**src/design/spimsp_pkg.sv**
```systemverilog
`timescale 1ns / 1ps

package spimsp_pkg;

    // word size of the shift register and receive buffer
    localparam int unsigned DATA_WIDTH  = 8;
    localparam int unsigned BIT_COUNT_W = $clog2(DATA_WIDTH + 1);
    localparam int unsigned PRESCALE_W  = 7;
    localparam int unsigned CFG_INDEX_W = 3;
    localparam int unsigned CFG_DATA_W  = 2;

    // request codes
    localparam logic [1:0] REQ_TICK  = 2'd0;
    localparam logic [1:0] REQ_WRITE = 2'd1;
    localparam logic [1:0] REQ_READ  = 2'd2;

    // configuration register indexes
    localparam logic [CFG_INDEX_W-1:0] CFG_PORT_ENABLE    = 3'd0;
    localparam logic [CFG_INDEX_W-1:0] CFG_MASTER_MODE    = 3'd1;
    localparam logic [CFG_INDEX_W-1:0] CFG_LSB_LEADS      = 3'd2;
    localparam logic [CFG_INDEX_W-1:0] CFG_CLOCK_POLARITY = 3'd3;
    localparam logic [CFG_INDEX_W-1:0] CFG_CLOCK_PHASE    = 3'd4;
    localparam logic [CFG_INDEX_W-1:0] CFG_RATE_SELECT    = 3'd5;
    localparam logic [CFG_INDEX_W-1:0] CFG_DOUBLE_SPEED   = 3'd6;
    localparam logic [CFG_INDEX_W-1:0] CFG_IRQ_ENABLE     = 3'd7;

    typedef struct packed {
        logic [1:0] req_type;
        logic [7:0] write_data;
        logic       miso_in;
        logic       mosi_in;
        logic       sck_in;
        logic       select_n;
    } req_t;

    typedef struct packed {
        logic       sck_out;
        logic       mosi_out;
        logic       miso_out;
        logic [7:0] read_data;
        logic       done_flag;
        logic       irq;
        logic       busy_res;
    } rsp_t;

    typedef struct packed {
        logic       port_enable;
        logic       master_mode;
        logic       lsb_leads;
        logic       clock_polarity;
        logic       clock_phase;
        logic [1:0] rate_select;
        logic       double_speed;
        logic       irq_enable;
    } cfg_t;

    typedef struct packed {
        logic [DATA_WIDTH-1:0]  shift_reg;
        logic [BIT_COUNT_W-1:0] bit_count;
        logic [PRESCALE_W-1:0]  prescale_count;
        logic                   clock_level;
        logic                   active;
        logic                   complete_flag;
        logic [DATA_WIDTH-1:0]  receive_buffer;
        logic                   last_sck_in;
        logic                   out_bit;
    } state_t;

    // ticks between two sck edges in master mode
    function automatic logic [PRESCALE_W-1:0] half_period(input logic [1:0] rate_select,
                                                          input logic       double_speed);
        logic [PRESCALE_W-1:0] half;
        begin
            unique case (rate_select)
                2'd0:    half = 7'd2;
                2'd1:    half = 7'd8;
                2'd2:    half = 7'd32;
                default: half = 7'd64;
            endcase
            if (double_speed)
            begin
                half = half >> 1;
            end
            return half;
        end
    endfunction

    // drop an exchange, keeping the partial word
    function automatic state_t abort_state(input state_t s);
        state_t r;
        begin
            r                = s;
            r.active         = 1'b0;
            r.bit_count      = '0;
            r.prescale_count = '0;
            r.clock_level    = 1'b0;
            return r;
        end
    endfunction

endpackage

```
**src/design/spimsp_step.sv**
```systemverilog
`timescale 1ns / 1ps

// next state of the serial port for one request
module spimsp_step (
    input  spimsp_pkg::cfg_t   cfg,
    input  spimsp_pkg::state_t cur,
    input  spimsp_pkg::req_t   item,
    output spimsp_pkg::state_t nxt
);

    localparam int unsigned W = spimsp_pkg::DATA_WIDTH;

    logic                                    do_edge;
    logic                                    leading;
    logic                                    din;
    logic                                    end_bit;
    logic [W-1:0]                            shifted;
    logic [W-1:0]                            loaded;
    logic [spimsp_pkg::PRESCALE_W-1:0]       half;
    logic [spimsp_pkg::PRESCALE_W:0]         pre_inc;
    logic [spimsp_pkg::BIT_COUNT_W-1:0]      count_inc;
    logic [spimsp_pkg::BIT_COUNT_W-1:0]      count_after;

    // shift helpers on the current word
    assign half      = spimsp_pkg::half_period(cfg.rate_select, cfg.double_speed);
    assign pre_inc   = {1'b0, cur.prescale_count} + 1'b1;
    assign count_inc = cur.bit_count + 1'b1;
    assign din       = cfg.master_mode ? item.miso_in : item.mosi_in;
    assign end_bit   = cfg.lsb_leads ? cur.shift_reg[0] : cur.shift_reg[W-1];
    assign shifted   = cfg.lsb_leads ? {din, cur.shift_reg[W-1:1]}
                                     : {cur.shift_reg[W-2:0], din};
    assign loaded    = W'(item.write_data);

    always_comb
    begin
        nxt         = cur;
        do_edge     = 1'b0;
        leading     = 1'b0;
        count_after = cur.bit_count;

        // request decode
        unique case (item.req_type)
            spimsp_pkg::REQ_TICK:
            begin
                nxt.last_sck_in = item.sck_in;
                if (!cfg.port_enable)
                begin
                    nxt = spimsp_pkg::abort_state(nxt);
                end
                else if (cfg.master_mode)
                begin
                    if (cur.active)
                    begin
                        if (pre_inc >= {1'b0, half})
                        begin
                            nxt.prescale_count = '0;
                            do_edge            = 1'b1;
                            leading            = !cur.clock_level;
                        end
                        else
                        begin
                            nxt.prescale_count = pre_inc[spimsp_pkg::PRESCALE_W-1:0];
                        end
                    end
                end
                else if (item.select_n)
                begin
                    nxt = spimsp_pkg::abort_state(nxt);
                end
                else if (item.sck_in != cur.last_sck_in)
                begin
                    nxt.active = 1'b1;
                    do_edge    = 1'b1;
                    leading    = item.sck_in ^ cfg.clock_polarity;
                end
            end
            spimsp_pkg::REQ_WRITE:
            begin
                if (cfg.port_enable && !cur.active)
                begin
                    nxt.shift_reg      = loaded;
                    nxt.out_bit        = cfg.lsb_leads ? loaded[0] : loaded[W-1];
                    nxt.bit_count      = '0;
                    nxt.prescale_count = '0;
                    nxt.clock_level    = 1'b0;
                    if (cfg.master_mode)
                    begin
                        nxt.active = 1'b1;
                    end
                end
            end
            spimsp_pkg::REQ_READ:
            begin
                nxt.complete_flag = 1'b0;
            end
            default:
            begin
            end
        endcase

        // one sck edge: sample or set up, finish after the last bit
        if (do_edge)
        begin
            if (leading)
            begin
                nxt.clock_level = 1'b1;
                if (cfg.clock_phase)
                begin
                    nxt.out_bit = end_bit;
                end
                else
                begin
                    nxt.shift_reg = shifted;
                    nxt.bit_count = count_inc;
                end
            end
            else
            begin
                nxt.clock_level = 1'b0;
                if (cfg.clock_phase)
                begin
                    nxt.shift_reg = shifted;
                    nxt.bit_count = count_inc;
                    count_after   = count_inc;
                end
                else
                begin
                    nxt.out_bit = end_bit;
                end
                if (count_after >= spimsp_pkg::BIT_COUNT_W'(W))
                begin
                    nxt.receive_buffer = nxt.shift_reg;
                    nxt.complete_flag  = 1'b1;
                    nxt                = spimsp_pkg::abort_state(nxt);
                end
            end
        end
    end

endmodule

```
**src/design/spi_master_slave_port.sv**
```systemverilog
`timescale 1ns / 1ps

// Byte-wide SPI port behind a register interface.
// req channel: one request per item (system tick, data register write or
// data register read) plus the sampled pin levels miso_in, mosi_in, sck_in
// and select_n. rsp channel: one response per request, showing the pin
// outputs, receive buffer, done flag, irq and busy after that request.
// cfg channel: register index and data, always ready, one register written
// per handshake; the user must write only while the port is idle, not
// enforced by the block. Indexes follow the register list. The response is
// valid the cycle after its request is taken. One request per cycle unless
// stalled, set by the single pass of next-state logic between the state and
// response registers. A stalled response holds its register and keeps
// req_ready low until it is taken; req_ready is high while the response
// register is empty or being taken. Reset clears all state, configuration
// and the response register; after reset the port is disabled in slave mode.
module spi_master_slave_port (
    input  logic                                     clk,
    input  logic                                     rst_n,
    input  logic                                     req_valid,
    output logic                                     req_ready,
    input  spimsp_pkg::req_t                         req,
    output logic                                     rsp_valid,
    input  logic                                     rsp_ready,
    output spimsp_pkg::rsp_t                         rsp,
    input  logic                                     cfg_valid,
    output logic                                     cfg_ready,
    input  logic [spimsp_pkg::CFG_INDEX_W-1:0]       cfg_index,
    input  logic [spimsp_pkg::CFG_DATA_W-1:0]        cfg_data
);

    spimsp_pkg::cfg_t   cfg_reg;
    spimsp_pkg::state_t state_reg;
    spimsp_pkg::state_t state_next;
    spimsp_pkg::rsp_t   rsp_reg;
    spimsp_pkg::rsp_t   rsp_next;
    logic               rsp_valid_reg;
    logic               req_take;
    logic               enabled_master;

    assign req_ready = !rsp_valid_reg || rsp_ready;
    assign req_take  = req_valid && req_ready;
    assign cfg_ready = 1'b1;
    assign rsp_valid = rsp_valid_reg;
    assign rsp       = rsp_reg;

    // configuration registers
    always_ff @(posedge clk or negedge rst_n)
    begin
        if (!rst_n)
        begin
            cfg_reg <= '0;
        end
        else if (cfg_valid)
        begin
            unique case (cfg_index)
                spimsp_pkg::CFG_PORT_ENABLE:    cfg_reg.port_enable    <= cfg_data[0];
                spimsp_pkg::CFG_MASTER_MODE:    cfg_reg.master_mode    <= cfg_data[0];
                spimsp_pkg::CFG_LSB_LEADS:      cfg_reg.lsb_leads      <= cfg_data[0];
                spimsp_pkg::CFG_CLOCK_POLARITY: cfg_reg.clock_polarity <= cfg_data[0];
                spimsp_pkg::CFG_CLOCK_PHASE:    cfg_reg.clock_phase    <= cfg_data[0];
                spimsp_pkg::CFG_RATE_SELECT:    cfg_reg.rate_select    <= cfg_data[1:0];
                spimsp_pkg::CFG_DOUBLE_SPEED:   cfg_reg.double_speed   <= cfg_data[0];
                spimsp_pkg::CFG_IRQ_ENABLE:     cfg_reg.irq_enable     <= cfg_data[0];
                default:
                begin
                end
            endcase
        end
    end

    // next-state logic for one request
    spimsp_step u_step (
        .cfg  (cfg_reg),
        .cur  (state_reg),
        .item (req),
        .nxt  (state_next)
    );

    // response fields from the updated state
    assign enabled_master = cfg_reg.port_enable && cfg_reg.master_mode;

    always_comb
    begin
        rsp_next.sck_out   = enabled_master &&
                             (cfg_reg.clock_polarity ^
                              (state_next.active && state_next.clock_level));
        rsp_next.mosi_out  = enabled_master && state_next.out_bit;
        rsp_next.miso_out  = cfg_reg.port_enable && !cfg_reg.master_mode &&
                             !req.select_n && state_next.out_bit;
        rsp_next.read_data = 8'(state_next.receive_buffer);
        rsp_next.done_flag = state_next.complete_flag;
        rsp_next.irq       = state_next.complete_flag && cfg_reg.irq_enable;
        rsp_next.busy_res  = state_next.active;
    end

    // port state
    always_ff @(posedge clk or negedge rst_n)
    begin
        if (!rst_n)
        begin
            state_reg <= '0;
        end
        else if (req_take)
        begin
            state_reg <= state_next;
        end
    end

    // response register
    always_ff @(posedge clk or negedge rst_n)
    begin
        if (!rst_n)
        begin
            rsp_valid_reg <= 1'b0;
        end
        else if (req_take)
        begin
            rsp_valid_reg <= 1'b1;
        end
        else if (rsp_ready)
        begin
            rsp_valid_reg <= 1'b0;
        end
    end

    always_ff @(posedge clk or negedge rst_n)
    begin
        if (!rst_n)
        begin
            rsp_reg <= '0;
        end
        else if (req_take)
        begin
            rsp_reg <= rsp_next;
        end
    end

    // checks
    a_req_gives_rsp: assert property (@(posedge clk) disable iff (!rst_n)
        req_take |=> rsp_valid)
        else $error("request taken without a response");

    a_idle_prescale: assert property (@(posedge clk) disable iff (!rst_n)
        !state_reg.active |-> (state_reg.prescale_count == '0))
        else $error("prescaler running while idle");

    a_irq_done: assert property (@(posedge clk) disable iff (!rst_n)
        (rsp_valid && rsp.irq) |-> rsp.done_flag)
        else $error("irq without done flag");

    a_busy_tracks: assert property (@(posedge clk) disable iff (!rst_n)
        req_take |=> (rsp.busy_res == state_reg.active))
        else $error("busy response out of step with state");

endmodule

```
**config.mk**
```make
export PLATFORM = sky130hd
export DESIGN_NAME = spi_master_slave_port
export DESIGN_NICKNAME = d
export VERILOG_FILES = /design/src/design/spimsp_pkg.sv /design/src/design/spimsp_step.sv /design/src/design/spi_master_slave_port.sv
export SDC_FILE = /design/constraint.sdc
export NUM_CORES = 1
export LEC_CHECK = 0
export BUFFER_PORTS_ARGS = -buffer_cell sky130_fd_sc_hd__buf_2
export CORE_MARGIN = 2
export CORE_UTILIZATION = 45
export DETAILED_ROUTE_END_ITERATION = 6
export HOLD_SLACK_MARGIN = 0.15
export PLACE_DENSITY = 0.75
export RECOVER_POWER = 50
export SLEW_MARGIN = 5
export SYNTH_ARGS = -nofsm -noshare
export SYNTH_HDL_FRONTEND = slang
export SYNTH_SLANG_ARGS = --single-unit
```
**constraint.sdc**
```tcl
create_clock -name clk -period 5.64 [get_ports clk]
set_clock_uncertainty 0.05 [all_clocks]
set_input_delay 0.282 -clock clk [delete_from_list [all_inputs] [get_ports clk]]
set_output_delay 0.282 -clock clk [all_outputs]
set_load 0.02 [all_outputs]
```
==> results of run 1 <==
==> worst max-delay path, cell delays in order, from the launching register on <==
cell and delay, ps:
dfrtp_1 420, ha_1 270, and3_1 200, nand3_1 90, xnor2_1 170, ha_1 320
nand3_1 100, nor3_1 510, o21ai_0 230, a211oi_2 840, mux2_2 410, o21ai_1 100
==> cell type report <==
type                            count  area share
Multi-Input combinational cell    262       0.545
Clock buffer                        5      0.0200
Sequential cell                    46       0.334
Inverter                            3     0.00327
Timing Repair Buffer               42      0.0585
Clock inverter                      2     0.00436
Tap cell                           96      0.0349
==> report_power, final <==
part           leakage, µW  switching, µW  total (µW)  internal, µW
Clock            0.0000362            118         203          84.8
Combinational     0.000841            170         316           146
Sequential        0.000604           77.8         457           380
==> cell families (layout without fill, tap and decap cells) <==
| family | count (synthesis) | in the layout |
|---|---|---|
| AO/OA/AOI/OAI | 74 | 74 |
| XOR/XNOR | 10 | 10 |
| adder cells (fa/ha/maj) | 9 | 9 |
| buffers and inverters | 28 | 52 |
| flip-flops | 46 | 46 |
| multiplexers | 45 | 45 |
| other | 1 | 1 |
| AND/OR/NAND/NOR | 123 | 123 |
==> path summary, 6_finish.rpt <==
kind	slack (ps)	end	cells past startpoint	startpoint
worst min-delay path	230	state_reg[1]$_DFFE_PN0P_	2	req[1]
worst max register to register	1840	state_reg[24]$_DFFE_PN0P_	11	state_reg[13]$_DFFE_PN0P_
worst max-delay path	1840	state_reg[24]$_DFFE_PN0P_	11	state_reg[13]$_DFFE_PN0P_
min in group asynchronous	1220	state_reg[14]$_DFFE_PN0P_	2	rst_n
max in group asynchronous	2940	rsp[8]$_DFFE_PN0P_	2	rst_n
worst min register to register	440	rsp[11]$_DFFE_PN0P_	2	rsp[11]$_DFFE_PN0P_
==> through the flow <==
step	utilization	total power [µW]	std cells	area (µm²)	hold slack, ps
3_5_place_dp	0.491	775	446	3350	417
2_1_floorplan	-	693	336	3180	-63.6
4_1_cts	0.508	981	456	3470	214
6_report	0.504	976	456	3440	226
3_3_place_gp	0.491	767	446	3350	412
5_1_grt	0.504	1050	456	3440	238
==> placed cells by master, fill, tap and decap left out, types with 3 or more instances in the layout <==
cell / count
dfrtp_1: 46
nand2_1: 32
mux2i_1: 25
nor2_1: 20
buf_2: 20
o21ai_0: 19
clkbuf_1: 19
nor3_1: 16
mux2_2: 16
nand3_1: 12
a21oi_1: 10
ha_1: 9
nand2b_1: 6
a21o_1: 6
a221o_1: 6
a22o_1: 6
nand3b_1: 5
xnor2_1: 5
xor2_1: 5
o31ai_1: 5
clkbuf_8: 5
and3_1: 4
a31oi_1: 4
nand4_1: 4
or3_1: 3
nor3b_1: 3
o21a_1: 3
inv_1: 3
nor4_1: 3
mux2_1: 3
dlygate4sd3_1: 3
==> routing by layer <==
| metal | wire length [µm] | up-vias | part of all wire | GRT usage |
|---|---|---|---|---|
| met5 | 0 | - | 0 | 0 |
| met4 | 103 | 0 | 0.015 | 0.0620 |
| met2 | 3190 | 86 | 0.45 | 0.304 |
| li1 | - | 1285 | - | - |
| met3 | 436 | 7 | 0.062 | 0.0264 |
| met1 | 3280 | 1229 | 0.47 | 0.264 |
==> timing repair <==
| action | CTS | global route |
|---|---|---|
| endpoints found under the setup margin | 0 | 0 |
| hold buffers | 3 | 0 |
| endpoints found under the hold margin | 38 | 0 |
==> results.txt, run 1 <==
Initial core utilization -> 0.466
Slew @ Worst Pin -> 2450 ps
Pre-CTS setup slack -> 1900 ps
Num Clock Sinks -> 46
FMAX -> 0.263 GHz
First-pass GRT wire length -> 11500 µm
EDFF count, synth -> 0
Reg clk slew, reported paths -> 90 ps
VDD IR max -> 0.184 mV
Critical-path maximum fanout -> 15
Yosys cell types -> 58
DR iter-0 viols -> 144
Main combinational cell family by area after synthesis -> simple AND/OR/NAND/NOR gates
Avg Cell Area, Syn -> 9.47 µm²
Ant diodes -> 0
Ys Warns -> 0
Mux share of post-synthesis cell area -> 0.153
Avg WL per Cell -> 15.4 µm
Syn Inst Count -> 336
DR vias -> 2607
Sequential share of the synthesized area -> 0.362
Pin count of the biggest net entering global routing -> 47
Power per Cell Area -> 283 nW/µm²
Ratio of final minimum period to clock period -> 0.674
H-tree depth -> 2
Post-Synth Simple-Gate Area -> 0.209
Failing checks -> max-capacitance violations, max-slew violations
Fraction of layout cells with a size suffix above 1 -> 0.147
Clock tree buffer depth -> 2
Synth Area in Adders -> 0.0354
Setup crit start kind -> flip-flop
Max Cap Viol -> 1
Max-slew violations -> 47
Top-count cell post-synth -> dfrtp_1
GPL Wtd Cong -> 0.918
Synth cell count leaders -> dfrtp_1, nand2_1, mux2i_1
Final #Nets -> 393
Fraction of registers with async set/reset -> 1.00
Ranking of synthesized cells by area -> dfrtp_1, mux2i_1, mux2_2, nand2_1, ha_1
XOR/XNOR share of the synthesized area -> 0.0275
Post-synth top area share -> 0.362
Final worst slack -> 1840 ps
Placed wire-length estimate -> 5020 µm
Critical path arrival -> 3980 ps
GRT Util Overall -> 0.189
Buffers added on ports -> 39
I/O pin count -> 41
Initial antenna violation count -> 0
Syn nets -> 369
Worst rel slew slack -> -0.631
Final Hold Vio Count -> 0
Outcome -> complete, but fails checks
WP data required -> 5810 ps
DRC Markers -> 0
Vias per inst -> 5.72
Mapped Area -> 3180 µm²
Layout area overhead -> 8.22%
Gr ovfl total -> 0
CTS tree -> yes
Placeable Area -> 6830 µm²
Number of fill cells -> 673
Compound-Gate Fraction of Synth Area -> 0.163
Clock root buffer -> clkbuf_8
Seq. cell area -> 1150 µm²
CTS Buf Count -> 5
Setup Crit Path Kind -> flip-flop to flip-flop
Final setup fails -> 0
Drt first pass iters -> 4
Hold Path Class -> input pin to flip-flop
Unrepaired setup endpoints after global routing -> no
Post-synth top area cell -> dfrtp_1
Max reg flops -> 22
Vias in the first global route -> 2402
Post-CTS Setup Repair Bufs -> 0
DIE AREA -> 7760 µm²
# rows -> 30
PostCTS Resize Cnt -> 0
Post-DRT Antenna Nets -> 0
Top FF cell, synth -> dfrtp_1
DRT Wirelength -> 7010 µm
Lkg Pwr -> 0.00148 µW
Clock Latency Late Sink -> 310 ps
Die span in x -> 88.1 µm
Multi-input gate area in the final layout -> 1880 µm²
Synthesis-stage register bit count -> 46
Die Y-Extent -> 88.1 µm
Min cycle time layout -> 3800 ps
Worst setup EP type -> flip-flop
Setup_tns -> 0 ps
Note: power is estimated with default switching activity, not from simulation.
==> run 2, diff against run 1 <==
--- a/config.mk
+++ b/config.mk
@@ -10,7 +10,7 @@
 export CORE_UTILIZATION = 45
 export DETAILED_ROUTE_END_ITERATION = 6
 export HOLD_SLACK_MARGIN = 0.15
-export PLACE_DENSITY = 0.75
+export PLACE_DENSITY = 0.77
 export RECOVER_POWER = 50
 export SLEW_MARGIN = 5
 export SYNTH_ARGS = -nofsm -noshare
==> constraint.sdc (replaced) <==
create_clock -name clk -period 3.14 [get_ports clk]
set_clock_uncertainty 0.05 [all_clocks]
set_input_delay 0.157 -clock clk [delete_from_list [all_inputs] [get_ports clk]]
set_output_delay 0.157 -clock clk [all_outputs]
set_load 0.02 [all_outputs]
==> results.txt, run 2 (synthesized netlist as in run 1, its figures left out) <==
Final Hold Vio Count -> 0
Vias per inst -> 5.84
CTS tree -> yes
H-tree depth -> 2
FMAX -> 0.321 GHz
Clock Power Share -> 0.232
Num Clock Sinks -> 46
Die span in x -> 88.1 µm
Internal Power -> 1260 µW
Initial antenna violation count -> 0
Vias in the first global route -> 2871
Initial core utilization -> 0.466
Lkg Pwr -> 0.00169 µW
Final worst slack -> 25.5 ps
First-pass GRT wire length -> 13500 µm
Switch Pwr -> 734 µW
Avg WL per Cell -> 17.1 µm
DR iter-0 viols -> 218
Number of fill cells -> 618
Unrepaired setup endpoints after global routing -> yes
Pre-CTS setup slack -> -12.3 ps
Drt first pass iters -> 4
DR vias -> 2862
Post-DRT Antenna Nets -> 0
Placeable Area -> 6830 µm²
Max reg flops -> 22
Setup crit start kind -> flip-flop
Critical-path maximum fanout -> 4
Fraction of layout cells with a size suffix above 1 -> 0.279
DRT Wirelength -> 8360 µm
Max-slew violations -> 0
Ratio of final minimum period to clock period -> 0.992
Final #Nets -> 426
Max Cap Viol -> 0
Reg power frac -> 0.411
Worst setup EP type -> flip-flop
Final setup fails -> 0
Clock Latency Late Sink -> 310 ps
Worst rel slew slack -> 0.204
Setup Crit Path Kind -> flip-flop to flip-flop
Reg clk slew, reported paths -> 100 ps
Min cycle time layout -> 3110 ps
Critical path arrival -> 3260 ps
Layout area overhead -> 23.2%
Comb power frac -> 0.357
Design area -> 3920 µm²
Outcome -> finished, final reports clean
Most frequent cells in the layout -> dfrtp_1, nand2_1, buf_4
DIE AREA -> 7760 µm²
VDD IR max -> 0.315 mV
Worst path max stage delay -> 440 ps
Dpl cell area -> 3530 µm²
Hold Path Class -> input pin to flip-flop
Buffers added on ports -> 39
Placed wire-length estimate -> 5690 µm
Commonest non-fill, non-tap cell in the layout -> dfrtp_1
Setup_tns -> 0 ps
Gr ovfl total -> 0
Slew @ Worst Pin -> 1190 ps
Die Y-Extent -> 88.1 µm
Clock tree buffer depth -> 2
Crit path cell chain -> ha_2 > and3_4 > nand3_2 > xnor2_2 > ha_4 > nand3_4 > nor4_4 > buf_4 > o21ai_0 > a211oi_2 > buf_4 > o21ai_0 > mux2_2
Pin count of the biggest net entering global routing -> 47
CTS Buf Count -> 5
I/O pin count -> 41
Clock root buffer -> clkbuf_8
GRT Util Overall -> 0.219
Crit path max-delay cell type -> dfrtp_1
Sw Ratio -> 0.369
GPL Wtd Cong -> 0.898
DRC Markers -> 0
Power per Cell Area -> 508 nW/µm²
WP data required -> 3290 ps
# rows -> 30
Ant diodes -> 0
-- run 2: path summary, 6_finish.rpt --
check | cells past startpoint | end | start | slack (ps)
worst max-delay path | 13 | state_reg[13]$_DFFE_PN0P_ | state_reg[13]$_DFFE_PN0P_ | 30
worst min-delay path | 3 | cfg_reg[1]$_DFFE_PN0P_ | cfg_index[2] | 190
worst min register to register | 2 | rsp[12]$_DFFE_PN0P_ | rsp[12]$_DFFE_PN0P_ | 440
worst max register to register | 13 | state_reg[13]$_DFFE_PN0P_ | state_reg[13]$_DFFE_PN0P_ | 30
max in group asynchronous | 2 | cfg_reg[2]$_DFFE_PN0P_ | rst_n | 1660
min in group asynchronous | 2 | rsp[10]$_DFFE_PN0P_ | rst_n | 580
-- run 2: cell type report --
cell class / instances / area (µm²) / area share
multi-input cells: 262 / 2060 / 0.525
flip-flops and latches: 46 / 1150 / 0.294
repair buffers: 75 / 467 / 0.119
well taps: 96 / 120 / 0.0306
clock buffers: 6 / 72.6 / 0.0185
clock inverters: 2 / 37.5 / 0.00957
inverters: 3 / 11.3 / 0.00287
-- run 2: timing repair --
item / CTS / global route
setup buffers: 2 / 4
hold buffers: 6 / 0
pin swaps: 1 / 10
gates resized for setup: 1 / 37
setup endpoints to repair: 10 / 28
gates cloned: 0 / 1
endpoints found under the hold margin: 57 / 0
-- run 2: per-stage QoR --
stage	power [µW]	hold slack, ps	utilization	std cells
3_5_place_dp	1440	338	0.516	469
3_3_place_gp	1420	321	0.516	469
6_report	1990	192	0.574	490
2_1_floorplan	1240	-189	-	336
4_1_cts	1920	177	0.544	485
5_1_grt	2110	203	0.574	490
-- run 2: power groups by stage --
stage / sequential (µW) / combinational, µW / clock (µW)
floorplan: 775 / 470 / 0
global placement: 817 / 600 / 0
detailed placement: 822 / 622 / 0
CTS: 812 / 632 / 471
global route: 833 / 788 / 492
finish: 819 / 712 / 461
-- run 2: worst max-delay path, delay by kind of cell, from the launching register on --
| kind | cells | cell delay [ps] |
|---|---|---|
| simple gates | 4 | 660 |
| fa+ha+maj | 2 | 520 |
| compound gates | 3 | 450 |
| flops | 1 | 440 |
| mux | 1 | 350 |
| buf+inv | 2 | 320 |
| xor+xnor | 1 | 190 |
-- run 2: routing by layer --
| layer | wire [µm] | up-vias | GRT usage |
|---|---|---|---|
| met5 | 0 | - | 0 |
| met4 | 98 | 0 | 0.0427 |
| met3 | 410 | 10 | 0.0320 |
| met2 | 4140 | 97 | 0.382 |
| met1 | 3710 | 1405 | 0.291 |
| li1 | - | 1350 | - |
